### config.mk
export PLATFORM = sky130hd
export DESIGN_NAME = sorted_timer_queue_flat
export DESIGN_NICKNAME = d
export VERILOG_FILES = /design/src/design/stq_pkg.sv /design/src/design/stq_if.sv /design/src/design/sorted_timer_queue.sv /design/src/design/stq_ram.sv /design/src/design/stq_pool.sv /design/src/flat_wrapper.sv
export SDC_FILE = /design/constraint.sdc
export NUM_CORES = 2
export LEC_CHECK = 0
export ABC_AREA = 1
export BUFFER_PORTS_ARGS = -buffer_cell sky130_fd_sc_hd__clkbuf_2
export CAP_MARGIN = 20
export CORE_MARGIN = 1.5
export CORE_UTILIZATION = 28
export CTS_BUF_LIST = sky130_fd_sc_hd__clkbuf_4 sky130_fd_sc_hd__clkbuf_8
export CTS_CLUSTER_SIZE = 25
export DETAILED_ROUTE_END_ITERATION = 10
export GPL_TIMING_DRIVEN = 0
export SLEW_MARGIN = 20
export SYNTH_ARGS = -nofsm -noshare
export SYNTH_HDL_FRONTEND = slang
export SYNTH_SLANG_ARGS = --single-unit
### constraint.sdc
create_clock -name clk_i -period 8.95 [get_ports clk_i]
set_input_delay 0.4475 -clock clk_i [delete_from_list [all_inputs] [get_ports clk_i]]
set_output_delay 0.4475 -clock clk_i [all_outputs]
set_load 0.01 [all_outputs]
### src/design/stq_pkg.sv
`timescale 1ns / 1ps
// ----------------------------------------------------------------------------
// stq_pkg
// Shared types and constants of the sorted timer queue.
// ----------------------------------------------------------------------------
package stq_pkg;

  localparam int unsigned HANDLE_W = 4;
  localparam int unsigned TICK_W   = 32;
  localparam logic [TICK_W-1:0] NONE_DUE = 32'hffff_ffff;

  typedef enum logic [2:0] {
    CMD_ALLOC   = 3'd0,
    CMD_RELEASE = 3'd1,
    CMD_BIND    = 3'd2,
    CMD_ARM     = 3'd3,
    CMD_TICK    = 3'd4
  } cmd_e;

  typedef enum logic [1:0] {
    KIND_REPLY  = 2'd0,
    KIND_EXPIRY = 2'd1,
    KIND_IDLE   = 2'd2
  } kind_e;

  typedef enum logic [1:0] {
    STAT_OK      = 2'd0,
    STAT_NO_FREE = 2'd1,
    STAT_BAD     = 2'd2
  } status_e;

  typedef enum logic [1:0] {
    ENT_FREE  = 2'd0,
    ENT_ALLOC = 2'd1,
    ENT_ARMED = 2'd2
  } ent_e;

  typedef enum logic [4:0] {
    S_IDLE, S_DECODE, S_REPLY, S_BIND_RD, S_BIND_WR,
    S_UL_RD, S_UL_LH, S_UL_HDL, S_UL_WRD, S_UL_WCHK, S_UL_WR, S_UL_END,
    S_AR_RD, S_AR_WR, S_IN_START, S_IN_LINK, S_IN_DL, S_IN_CMP, S_IN_W1, S_IN_W2,
    S_EX_RD, S_EX_DL, S_EX_EMIT
  } fsm_e;

  typedef struct packed {
    logic [2:0]  command;
    logic [3:0]  handle;
    logic [3:0]  queue_id;
    logic [7:0]  event_data;
    logic [31:0] delay;
  } in_word_t;

  typedef struct packed {
    logic [1:0] kind;
    logic [3:0] entry;
    logic [1:0] status;
    logic [3:0] dest_queue;
    logic [7:0] dest_data;
    logic       last;
  } out_word_t;

  typedef struct packed {
    logic [3:0]        queue;
    logic [7:0]        data;
    logic [TICK_W-1:0] deadline;
  } slot_t;

  typedef struct packed {
    logic                we;
    logic [HANDLE_W-1:0] idx;
    ent_e                st;
  } pool_req_t;

  typedef struct packed {
    ent_e                st;
    logic                found;
    logic [HANDLE_W-1:0] free_idx;
  } pool_rsp_t;

endpackage

### src/design/stq_if.sv
`timescale 1ns / 1ps
// ----------------------------------------------------------------------------
// stq_if
// Valid/ready channels carrying command and result words.
// ----------------------------------------------------------------------------
interface stq_in_if;
  logic               valid;
  logic               ready;
  stq_pkg::in_word_t  payload;
  modport source (output valid, output payload, input ready);
  modport sink (input valid, input payload, output ready);
endinterface

interface stq_out_if;
  logic               valid;
  logic               ready;
  stq_pkg::out_word_t payload;
  modport source (output valid, output payload, input ready);
  modport sink (input valid, input payload, output ready);
endinterface

### src/design/sorted_timer_queue.sv
`timescale 1ns / 1ps
// ----------------------------------------------------------------------------
// sorted_timer_queue
// Pool of timers on one tick count, armed entries kept in a deadline-sorted
// linked list.
// ----------------------------------------------------------------------------
// Commands enter on in_i (allocate, release, bind, arm, tick), one word at a
// time; results leave on out_o. Every command but tick gives one reply word.
// A tick gives one expiry word per due entry, in deadline order, or a single
// "nothing due" word; the last word of each command has last set.
// Links live in one RAM and deadline plus bound queue/byte in another, both
// with registered read data; all list work is read, modify, write back.
// Unlinking an armed entry (release or re-arm) walks the list from the head
// to its predecessor, and arm then inserts by walking the list and comparing
// deadlines, so both take longer the more entries are armed. A tick that
// expires entries removes them from the head of the list one after another.
// A new command is taken once the previous one has produced its last word
// into the output register; that register holds a word while out_o stalls,
// and the sequencer waits whenever it has a word to give and the register
// is still full. Reset frees all entries, empties the list and clears the
// tick count; no clearing pass is needed.
// ----------------------------------------------------------------------------
module sorted_timer_queue #(
  parameter int unsigned NUM_TIMERS = 16
) (
  input  logic      clk_i,
  input  logic      rst_ni,
  stq_in_if.sink    in_i,
  stq_out_if.source out_o
);

  localparam int unsigned POOL = (NUM_TIMERS < 16) ? NUM_TIMERS : 16;
  localparam int unsigned IW   = $clog2(POOL);
  localparam int unsigned CW   = $clog2(POOL + 1);
  localparam int unsigned SW   = $bits(stq_pkg::slot_t);

  stq_pkg::fsm_e      state_q, state_d;
  stq_pkg::in_word_t  cmd_q, cmd_d;
  stq_pkg::out_word_t res_q, res_d, out_q, out_d;
  logic               out_valid_q, out_valid_d;
  logic [IW-1:0]      head_q, head_d, prev_q, prev_d, nxt_q, nxt_d, lh_q, lh_d;
  logic [CW-1:0]      cnt_q, cnt_d, k_q, k_d;
  logic [31:0]        tick_q, tick_d, earliest_q, earliest_d, dl_q, dl_d;
  stq_pkg::slot_t     ex_q, ex_d;

  logic               l_we, l_re;
  logic [IW-1:0]      l_waddr, l_raddr, l_wdata, l_rdata;
  logic               b_we, b_re;
  logic [IW-1:0]      b_waddr, b_raddr;
  stq_pkg::slot_t     b_wdata, b_rdata;

  stq_pkg::pool_req_t pool_req;
  stq_pkg::pool_rsp_t pool_rsp;

  logic               can_emit, hdl_ok, due;
  logic [IW-1:0]      idx;
  logic [31:0]        tick_inc;

  stq_ram #(.WIDTH(IW), .DEPTH(POOL)) u_link_ram (
    .clk_i   (clk_i),
    .we_i    (l_we),
    .waddr_i (l_waddr),
    .wdata_i (l_wdata),
    .re_i    (l_re),
    .raddr_i (l_raddr),
    .rdata_o (l_rdata)
  );

  stq_ram #(.WIDTH(SW), .DEPTH(POOL)) u_slot_ram (
    .clk_i   (clk_i),
    .we_i    (b_we),
    .waddr_i (b_waddr),
    .wdata_i (b_wdata),
    .re_i    (b_re),
    .raddr_i (b_raddr),
    .rdata_o (b_rdata)
  );

  stq_pool #(.POOL(POOL)) u_pool (
    .clk_i    (clk_i),
    .rst_ni   (rst_ni),
    .req_i    (pool_req),
    .rd_idx_i (cmd_q.handle),
    .rsp_o    (pool_rsp)
  );

  assign in_i.ready    = (state_q == stq_pkg::S_IDLE);
  assign out_o.valid   = out_valid_q;
  assign out_o.payload = out_q;
  assign can_emit      = !out_valid_q || out_o.ready;
  assign idx           = cmd_q.handle[IW-1:0];
  assign hdl_ok        = ({1'b0, cmd_q.handle} < 5'(POOL)) &&
                         (pool_rsp.st != stq_pkg::ENT_FREE);
  assign tick_inc      = tick_q + 32'd1;
  assign due           = (cnt_q > CW'(1)) && (b_rdata.deadline <= tick_q);

  always_ff @(posedge clk_i or negedge rst_ni) begin
    if (!rst_ni) begin
      state_q     <= stq_pkg::S_IDLE;
      out_valid_q <= 1'b0;
      head_q      <= '0;
      cnt_q       <= '0;
      tick_q      <= '0;
      earliest_q  <= stq_pkg::NONE_DUE;
    end else begin
      state_q     <= state_d;
      out_valid_q <= out_valid_d;
      head_q      <= head_d;
      cnt_q       <= cnt_d;
      tick_q      <= tick_d;
      earliest_q  <= earliest_d;
    end
  end

  always_ff @(posedge clk_i) begin
    cmd_q  <= cmd_d;
    res_q  <= res_d;
    out_q  <= out_d;
    prev_q <= prev_d;
    nxt_q  <= nxt_d;
    lh_q   <= lh_d;
    k_q    <= k_d;
    dl_q   <= dl_d;
    ex_q   <= ex_d;
  end

  always_comb begin
    state_d     = state_q;
    cmd_d       = cmd_q;
    res_d       = res_q;
    out_d       = out_q;
    out_valid_d = out_valid_q && !out_o.ready;
    head_d      = head_q;
    cnt_d       = cnt_q;
    tick_d      = tick_q;
    earliest_d  = earliest_q;
    prev_d      = prev_q;
    nxt_d       = nxt_q;
    lh_d        = lh_q;
    k_d         = k_q;
    dl_d        = dl_q;
    ex_d        = ex_q;
    l_we        = 1'b0;
    l_waddr     = idx;
    l_wdata     = head_q;
    l_re        = 1'b0;
    l_raddr     = idx;
    b_we        = 1'b0;
    b_waddr     = idx;
    b_wdata     = b_rdata;
    b_re        = 1'b0;
    b_raddr     = idx;
    pool_req    = '{we: 1'b0, idx: cmd_q.handle, st: stq_pkg::ENT_FREE};

    unique case (state_q)
      stq_pkg::S_IDLE: begin
        if (in_i.valid) begin
          cmd_d   = in_i.payload;
          state_d = stq_pkg::S_DECODE;
        end
      end

      stq_pkg::S_DECODE: begin
        res_d = '{kind: stq_pkg::KIND_REPLY, entry: cmd_q.handle,
                  status: stq_pkg::STAT_OK, dest_queue: '0, dest_data: '0, last: 1'b1};
        state_d = stq_pkg::S_REPLY;
        unique case (cmd_q.command)
          stq_pkg::CMD_ALLOC: begin
            if (pool_rsp.found) begin
              res_d.entry  = pool_rsp.free_idx;
              pool_req     = '{we: 1'b1, idx: pool_rsp.free_idx, st: stq_pkg::ENT_ALLOC};
            end else begin
              res_d.entry  = '0;
              res_d.status = stq_pkg::STAT_NO_FREE;
            end
          end
          stq_pkg::CMD_RELEASE: begin
            if (!hdl_ok) begin
              res_d.status = stq_pkg::STAT_BAD;
            end else if (pool_rsp.st == stq_pkg::ENT_ARMED) begin
              state_d = stq_pkg::S_UL_RD;
            end else begin
              pool_req = '{we: 1'b1, idx: cmd_q.handle, st: stq_pkg::ENT_FREE};
            end
          end
          stq_pkg::CMD_BIND: begin
            if (!hdl_ok) begin
              res_d.status = stq_pkg::STAT_BAD;
            end else begin
              state_d = stq_pkg::S_BIND_RD;
            end
          end
          stq_pkg::CMD_ARM: begin
            dl_d = tick_q + cmd_q.delay;
            if (!hdl_ok) begin
              res_d.status = stq_pkg::STAT_BAD;
            end else if (pool_rsp.st == stq_pkg::ENT_ARMED) begin
              state_d = stq_pkg::S_UL_RD;
            end else begin
              state_d = stq_pkg::S_AR_RD;
            end
          end
          stq_pkg::CMD_TICK: begin
            tick_d = tick_inc;
            if ((cnt_q != '0) && (earliest_q <= tick_inc)) begin
              state_d = stq_pkg::S_EX_RD;
            end else begin
              res_d.kind  = stq_pkg::KIND_IDLE;
              res_d.entry = '0;
            end
          end
          default: begin
            res_d.entry  = '0;
            res_d.status = stq_pkg::STAT_BAD;
          end
        endcase
      end

      stq_pkg::S_REPLY: begin
        if (can_emit) begin
          out_d       = res_q;
          out_valid_d = 1'b1;
          state_d     = stq_pkg::S_IDLE;
        end
      end

      stq_pkg::S_BIND_RD: begin
        b_re    = 1'b1;
        state_d = stq_pkg::S_BIND_WR;
      end

      stq_pkg::S_BIND_WR: begin
        b_we    = 1'b1;
        b_wdata = '{queue: cmd_q.queue_id, data: cmd_q.event_data,
                    deadline: b_rdata.deadline};
        state_d = stq_pkg::S_REPLY;
      end

      stq_pkg::S_UL_RD: begin
        l_re    = 1'b1;
        state_d = stq_pkg::S_UL_LH;
      end

      stq_pkg::S_UL_LH: begin
        lh_d = l_rdata;
        if (head_q == idx) begin
          head_d = l_rdata;
          cnt_d  = cnt_q - CW'(1);
          if (cnt_q > CW'(1)) begin
            b_re    = 1'b1;
            b_raddr = l_rdata;
            state_d = stq_pkg::S_UL_HDL;
          end else begin
            earliest_d = stq_pkg::NONE_DUE;
            state_d    = stq_pkg::S_UL_END;
          end
        end else begin
          prev_d  = head_q;
          state_d = stq_pkg::S_UL_WRD;
        end
      end

      stq_pkg::S_UL_HDL: begin
        earliest_d = b_rdata.deadline;
        state_d    = stq_pkg::S_UL_END;
      end

      stq_pkg::S_UL_WRD: begin
        l_re    = 1'b1;
        l_raddr = prev_q;
        state_d = stq_pkg::S_UL_WCHK;
      end

      stq_pkg::S_UL_WCHK: begin
        if (l_rdata == idx) begin
          state_d = stq_pkg::S_UL_WR;
        end else begin
          prev_d  = l_rdata;
          state_d = stq_pkg::S_UL_WRD;
        end
      end

      stq_pkg::S_UL_WR: begin
        l_we    = 1'b1;
        l_waddr = prev_q;
        l_wdata = lh_q;
        cnt_d   = cnt_q - CW'(1);
        state_d = stq_pkg::S_UL_END;
      end

      stq_pkg::S_UL_END: begin
        if (cmd_q.command == stq_pkg::CMD_ARM) begin
          state_d = stq_pkg::S_AR_RD;
        end else begin
          pool_req = '{we: 1'b1, idx: cmd_q.handle, st: stq_pkg::ENT_FREE};
          state_d  = stq_pkg::S_REPLY;
        end
      end

      stq_pkg::S_AR_RD: begin
        b_re    = 1'b1;
        state_d = stq_pkg::S_AR_WR;
      end

      stq_pkg::S_AR_WR: begin
        b_we     = 1'b1;
        b_wdata  = '{queue: b_rdata.queue, data: b_rdata.data, deadline: dl_q};
        pool_req = '{we: 1'b1, idx: cmd_q.handle, st: stq_pkg::ENT_ARMED};
        state_d  = stq_pkg::S_IN_START;
      end

      stq_pkg::S_IN_START: begin
        if (cnt_q == '0) begin
          head_d     = idx;
          earliest_d = dl_q;
          cnt_d      = cnt_q + CW'(1);
          state_d    = stq_pkg::S_REPLY;
        end else if (dl_q <= earliest_q) begin
          l_we       = 1'b1;
          head_d     = idx;
          earliest_d = dl_q;
          cnt_d      = cnt_q + CW'(1);
          state_d    = stq_pkg::S_REPLY;
        end else begin
          prev_d  = head_q;
          k_d     = CW'(1);
          state_d = stq_pkg::S_IN_LINK;
        end
      end

      stq_pkg::S_IN_LINK: begin
        l_re    = 1'b1;
        l_raddr = prev_q;
        state_d = stq_pkg::S_IN_DL;
      end

      stq_pkg::S_IN_DL: begin
        nxt_d = l_rdata;
        if (k_q >= cnt_q) begin
          state_d = stq_pkg::S_IN_W1;
        end else begin
          b_re    = 1'b1;
          b_raddr = l_rdata;
          state_d = stq_pkg::S_IN_CMP;
        end
      end

      stq_pkg::S_IN_CMP: begin
        if (dl_q <= b_rdata.deadline) begin
          state_d = stq_pkg::S_IN_W1;
        end else begin
          prev_d  = nxt_q;
          k_d     = k_q + CW'(1);
          state_d = stq_pkg::S_IN_LINK;
        end
      end

      stq_pkg::S_IN_W1: begin
        l_we    = 1'b1;
        l_wdata = nxt_q;
        state_d = stq_pkg::S_IN_W2;
      end

      stq_pkg::S_IN_W2: begin
        l_we    = 1'b1;
        l_waddr = prev_q;
        l_wdata = idx;
        cnt_d   = cnt_q + CW'(1);
        state_d = stq_pkg::S_REPLY;
      end

      stq_pkg::S_EX_RD: begin
        l_re    = 1'b1;
        l_raddr = head_q;
        b_re    = 1'b1;
        b_raddr = head_q;
        state_d = stq_pkg::S_EX_DL;
      end

      stq_pkg::S_EX_DL: begin
        ex_d    = b_rdata;
        nxt_d   = l_rdata;
        b_re    = 1'b1;
        b_raddr = l_rdata;
        state_d = stq_pkg::S_EX_EMIT;
      end

      stq_pkg::S_EX_EMIT: begin
        if (can_emit) begin
          out_d = '{kind: stq_pkg::KIND_EXPIRY, entry: stq_pkg::HANDLE_W'(head_q),
                    status: stq_pkg::STAT_OK, dest_queue: ex_q.queue,
                    dest_data: ex_q.data, last: !due};
          out_valid_d = 1'b1;
          pool_req    = '{we: 1'b1, idx: stq_pkg::HANDLE_W'(head_q),
                          st: stq_pkg::ENT_ALLOC};
          head_d      = nxt_q;
          cnt_d       = cnt_q - CW'(1);
          earliest_d  = (cnt_q > CW'(1)) ? b_rdata.deadline : stq_pkg::NONE_DUE;
          state_d     = due ? stq_pkg::S_EX_RD : stq_pkg::S_IDLE;
        end
      end

      default: begin
        state_d = stq_pkg::S_IDLE;
      end
    endcase
  end

  assert property (@(posedge clk_i) disable iff (!rst_ni) cnt_q <= CW'(POOL))
    else $error("armed count exceeds pool size");

  assert property (@(posedge clk_i) disable iff (!rst_ni)
    (cnt_q == '0) |-> (earliest_q == stq_pkg::NONE_DUE))
    else $error("empty list with a pending deadline");

  assert property (@(posedge clk_i) disable iff (!rst_ni)
    (state_q == stq_pkg::S_EX_EMIT) |-> ((cnt_q != '0) && (earliest_q <= tick_q)))
    else $error("expiry of an entry that is not due");

  assert property (@(posedge clk_i) disable iff (!rst_ni)
    (state_q == stq_pkg::S_EX_EMIT && can_emit) |=> out_valid_q)
    else $error("expiry word lost");

endmodule

### src/design/stq_ram.sv
`timescale 1ns / 1ps
// ----------------------------------------------------------------------------
// stq_ram
// Generic single write, single read RAM with registered read data.
// ----------------------------------------------------------------------------
module stq_ram #(
  parameter int unsigned WIDTH = 8,
  parameter int unsigned DEPTH = 16
) (
  input  logic                     clk_i,
  input  logic                     we_i,
  input  logic [$clog2(DEPTH)-1:0] waddr_i,
  input  logic [WIDTH-1:0]         wdata_i,
  input  logic                     re_i,
  input  logic [$clog2(DEPTH)-1:0] raddr_i,
  output logic [WIDTH-1:0]         rdata_o
);

  logic [WIDTH-1:0] mem_q [DEPTH];
  logic [WIDTH-1:0] rdata_q;

  always_ff @(posedge clk_i) begin
    if (we_i) begin
      mem_q[waddr_i] <= wdata_i;
    end
    if (re_i) begin
      rdata_q <= mem_q[raddr_i];
    end
  end

  assign rdata_o = rdata_q;

endmodule

### src/design/stq_pool.sv
`timescale 1ns / 1ps
// ----------------------------------------------------------------------------
// stq_pool
// Per-entry state flops (free, allocated, armed) and lowest-free search.
// ----------------------------------------------------------------------------
module stq_pool #(
  parameter int unsigned POOL = 16
) (
  input  logic                                clk_i,
  input  logic                                rst_ni,
  input  stq_pkg::pool_req_t                  req_i,
  input  logic [stq_pkg::HANDLE_W-1:0]        rd_idx_i,
  output stq_pkg::pool_rsp_t                  rsp_o
);

  localparam int unsigned IW = $clog2(POOL);

  stq_pkg::ent_e st_q [POOL];

  always_ff @(posedge clk_i or negedge rst_ni) begin
    if (!rst_ni) begin
      for (int i = 0; i < POOL; i++) begin
        st_q[i] <= stq_pkg::ENT_FREE;
      end
    end else if (req_i.we) begin
      st_q[req_i.idx[IW-1:0]] <= req_i.st;
    end
  end

  always_comb begin
    rsp_o.st       = st_q[rd_idx_i[IW-1:0]];
    rsp_o.found    = 1'b0;
    rsp_o.free_idx = '0;
    for (int i = POOL - 1; i >= 0; i--) begin
      if (st_q[i] == stq_pkg::ENT_FREE) begin
        rsp_o.found    = 1'b1;
        rsp_o.free_idx = stq_pkg::HANDLE_W'(i);
      end
    end
  end

endmodule
### src/flat_wrapper.sv
// flat-port wrapper written by rule: the top's interface ports become plain ports
module sorted_timer_queue_flat 
#(
  parameter int unsigned NUM_TIMERS = 16
)
  (clk_i, rst_ni, in_i_valid, in_i_payload, in_i_ready, out_o_valid, out_o_payload, out_o_ready);
  stq_in_if in_i_i ();
  stq_out_if out_o_i ();
  input  logic clk_i;
  input  logic rst_ni;
  input wire logic [$bits(in_i_i.valid)-1:0] in_i_valid;
  input wire logic [$bits(in_i_i.payload)-1:0] in_i_payload;
  output wire logic [$bits(in_i_i.ready)-1:0] in_i_ready;
  output wire logic [$bits(out_o_i.valid)-1:0] out_o_valid;
  output wire logic [$bits(out_o_i.payload)-1:0] out_o_payload;
  input wire logic [$bits(out_o_i.ready)-1:0] out_o_ready;
  assign in_i_i.valid = in_i_valid;
  assign in_i_i.payload = in_i_payload;
  assign in_i_ready = in_i_i.ready;
  assign out_o_valid = out_o_i.valid;
  assign out_o_payload = out_o_i.payload;
  assign out_o_i.ready = out_o_ready;
  sorted_timer_queue #(.NUM_TIMERS(NUM_TIMERS)) u_core (.clk_i(clk_i), .rst_ni(rst_ni), .in_i(in_i_i), .out_o(out_o_i));
endmodule
==> impl_metrics.env <==
export IMPL_grt_pass1_wl_mm=221
export IMPL_viasPerCell=4.85
export IMPL_syn_nets=4817
export IMPL_netlist_area_sq_um=49800
export IMPL_rsz0062_at_grt="no"
export IMPL_antenna_left=0
export IMPL_drt_iter0_markers=3572
export IMPL_numPortBuffers=77
export IMPL_cap_violations=0
export IMPL_multiInputGateArea_sq_um=15000
export IMPL_cp_max_fo=6
export IMPL_boundaryPins=78
export IMPL_hold_path_class="input port to asynchronous set/reset pin"
export IMPL_nFillCells=17600
export IMPL_dp_hpwl_mm=106
export IMPL_cts_tree="built"
export IMPL_htreeDepth=4
export IMPL_leakagePower_nw=22.4
export IMPL_setup_total_negative_slack_ps=0
export IMPL_hold_violations=0
export IMPL_ys_ff_latch=1067
export IMPL_drt_wirelength_per_cell_microns=20.0
export IMPL_yosys_area_top_type_share_pct=57.7
export IMPL_maxSlewHeadroom_pct=24.2
export IMPL_cp_required_ps=9570
export IMPL_drt_wl_total_mm=148
export IMPL_syn_to_final_growth_pct=17.5
export IMPL_setup_viol=0
export IMPL_min_period_over_period_pct=60.8
export IMPL_die_width_microns=425
export IMPL_postLayoutCellArea_sq_um=58500
export IMPL_drc=8
export IMPL_netlist_cell_type_count=57
export IMPL_synthArstFlopShare_pct=10.4
export IMPL_worstPathArrival_ps=6060
export IMPL_cts_buffer_depth=3
export IMPL_ys_flop_type="edfxtp_1"
export IMPL_run_status="complete, but fails checks"
export IMPL_path_clk_slew_ps=60
export IMPL_synth_largest_area_cell="edfxtp_1"
export IMPL_final_net_count=5189
export IMPL_antenna_found_initial=2
export IMPL_p_per_area_nw_per_um2=265
export IMPL_core_sq_um=176000
export IMPL_start_util_pct=28.2
export IMPL_finalCriticalPeriod_ps=5440
export IMPL_cts_root_buf="clkbuf_8"
export IMPL_setup_worst_path_start_class="flop"
export IMPL_die_h_microns=425
export IMPL_grt_max_degree=82
export IMPL_syn_inst=4592
export IMPL_clock_skew_ps=67.8
export IMPL_tightest_slew_ps=1140
export IMPL_irDropWorstVdd_v=0.000191
export IMPL_grt_pass1_vias=35200
export IMPL_end_kind="flop"
export IMPL_worstSkewPairLatency_ps=960
export IMPL_firstDrtPassIters=9
export IMPL_num_vias=36100
export IMPL_fp_dieArea_sq_um=180000
export IMPL_report_final_slew_viol_count=0
export IMPL_grt_remaining_overflow=0
export IMPL_drive_above_1_share_pct=13.5
export IMPL_seq_area_frac_synth_pct=63.3
export IMPL_regArea_sq_um=31500
export IMPL_gp_congestion=0.900
export IMPL_fmax_mhz=184
export IMPL_numCtsBuffers=173
export IMPL_syn_avg_cell_area_sq_um=10.8
export IMPL_ys_warn_count=0
export IMPL_totalPowerFinal_mw=15.5
export IMPL_violations="DRC"
export IMPL_synthTopCellsByArea="edfxtp_1 58%, nand2_1 5.4%, inv_1 4.8%, ha_1 4.2%, dfrtp_1 4.0%"
export IMPL_crit_type="flop to flop"
export IMPL_post_route_util_pct=33.2
export IMPL_placed_area_sq_um=54500
export IMPL_gr_usage_all_layers_pct=16.3
export IMPL_core_rowCount=154
export IMPL_cts_sinks=1067
export IMPL_synth_edff_count=956
==> power breakdown <==
part / switching (mW) / leakage [nW] / total, mW / internal, mW
Sequential: 0.222 / 10.0 / 6.51 / 6.29
Combinational: 3.37 / 10.5 / 4.72 / 1.35
Clock: 2.07 / 1.84 / 4.30 / 2.23
==> cell usage in the layout (no fill, tap or decap), types with 96 or more instances in the layout <==
master,synthesis,routed
edfxtp_1,956,956
o211ai_1,201,201
nor2_1,242,222
nand2_1,712,711
a21oi_1,293,293
inv_1,631,631
o21ai_0,298,266
clkbuf_8,0,185
o21ai_1,83,96
ha_1,169,169
nand3_1,353,353
==> through the flow <==
step                hold WS (ps)  setup slack [ps]  std cells
global route                58.4              3120       7437
CTS                         6.05              3590       7436
floorplan                    152              4160       4592
finish                      64.4              3510       7438
detailed placement           380              3620       7077
global placement             432               518       7009
==> synthesized netlist by cell type, types with 14 or more instances <==
cell,count
o2111ai_1,37
dfstp_2,32
xor2_1,54
inv_1,631
nor3_1,26
clkbuf_1,71
xnor2_1,14
buf_4,34
nor2_1,242
dfrtp_1,79
o21ai_1,83
nand3_1,353
nand2_1,712
nand4_1,61
edfxtp_1,956
buf_2,92
ha_1,169
o211ai_1,201
o21ai_0,298
inv_2,21
a21oi_1,293
==> path summary, 6_finish.rpt <==
| path | slack (ps) | cells after the start | endpoint | startpoint |
|---|---|---|---|---|
| max reg2reg | 3510 | 26 | u_core.res_q[15]$_SDFFCE_PN0P_ | u_core.tick_q[0]$_DFFE_PN0P_ |
| min in group clk_i | 70 | 4 | u_core.out_o.valid$_DFF_PN0_ | out_o_ready |
| max in group asynchronous | 8080 | 3 | u_core.earliest_q[30]$_DFFE_PN1P_ | rst_ni |
| min | 60 | 2 | u_core.out_o.valid$_DFF_PN0_ | rst_ni |
| min reg2reg | 440 | 0 | u_core.ex_q[34]$_DFFE_PN_ | u_core.u_slot_ram.rdata_o[34]$_DFFE_PP_ |
| max | 3510 | 26 | u_core.res_q[15]$_SDFFCE_PN0P_ | u_core.tick_q[0]$_DFFE_PN0P_ |
==> registers in the layout, summed over array words and instances (netlist names) <==
signal                     count
u_core.lh_q                    4
u_core.out_o.valid             1
u_core.b_waddr                 4
u_core.prev_q                  4
u_core.k_q                     5
u_core.dl_q                   32
u_core.u_link_ram.rdata_o      4
u_core.ex_q                   12
u_core.u_link_ram.mem_q       64
u_core.tick_q                 32
u_core.cnt_q                   5
u_core.nxt_q                   4
u_core.head_q                  4
u_core.state_q                 5
u_core.u_slot_ram.rdata_o     44
u_core.u_pool.st_q            32
u_core.res_q                   7
u_core.cmd_q                  47
u_core.earliest_q             32
u_core.u_slot_ram.mem_q      704
u_core.out_o.payload          21
==> logic make-up (layout without fill, tap and decap cells) <==
logic type	Yosys count	after routing	share of synthesized area, %
AND/OR/NAND/NOR	1431	1431	12.3
flip-flops	1067	1067	63.3
buffers and inverters	864	1368	7.06
multiplexers	12	12	0.271
AO/OA/AOI/OAI	980	980	11.5
adder cells (fa/ha/maj)	170	170	4.29
XOR/XNOR	68	68	1.20
other	0	2	0
==> worst max-delay path: stages, from the launching register on <==
cell and delay, ps:
dfrtp_1 510, ha_1 240, nand2_1 60, nor2_1 180, nand3_1 200, nor2_2 180
nand3_1 150, nor2_1 180, nand3_1 180, nor3_2 220, nand2_1 150, nor2_1 210
nand4_1 150, xor2_1 210, inv_1 60, ha_1 290, nand4_1 80, inv_1 140
nand2_1 80, nor4_1 540, o21ai_0 190, nand3_1 220, nand2_1 90, nand3_1 200
o21ai_0 200, inv_1 150, o21ai_0 100
==> per-layer routing <==
metal,GRT usage [%],up-vias,wire [microns]
met1,21.1,17500,62200
met5,0,-,27
li1,-,16900,-
met4,6.53,4,5270
met2,26.8,1412,70800
met3,2.88,289,10100
==> final cells by class <==
cell class	instances	area share [%]
Buffer	210	1.81
Sequential cell	1067	53.9
Tap cell	2340	5.00
Antenna cell	2	0.00855
Inverter	654	4.20
Multi-Input combinational cell	2661	25.6
Clock buffer	248	5.15
Timing Repair Buffer	197	3.51
Clock inverter	59	0.817
==> timing repair <==
| action | CTS | global route |
|---|---|---|
| gates resized for setup | 0 | 0 |
| endpoints found under the hold margin | 130 | 0 |
| setup buffers | 0 | 0 |
| setup endpoints to repair | 0 | 0 |
| hold buffers | 52 | 0 |
(Power assumes the default switching activity.)
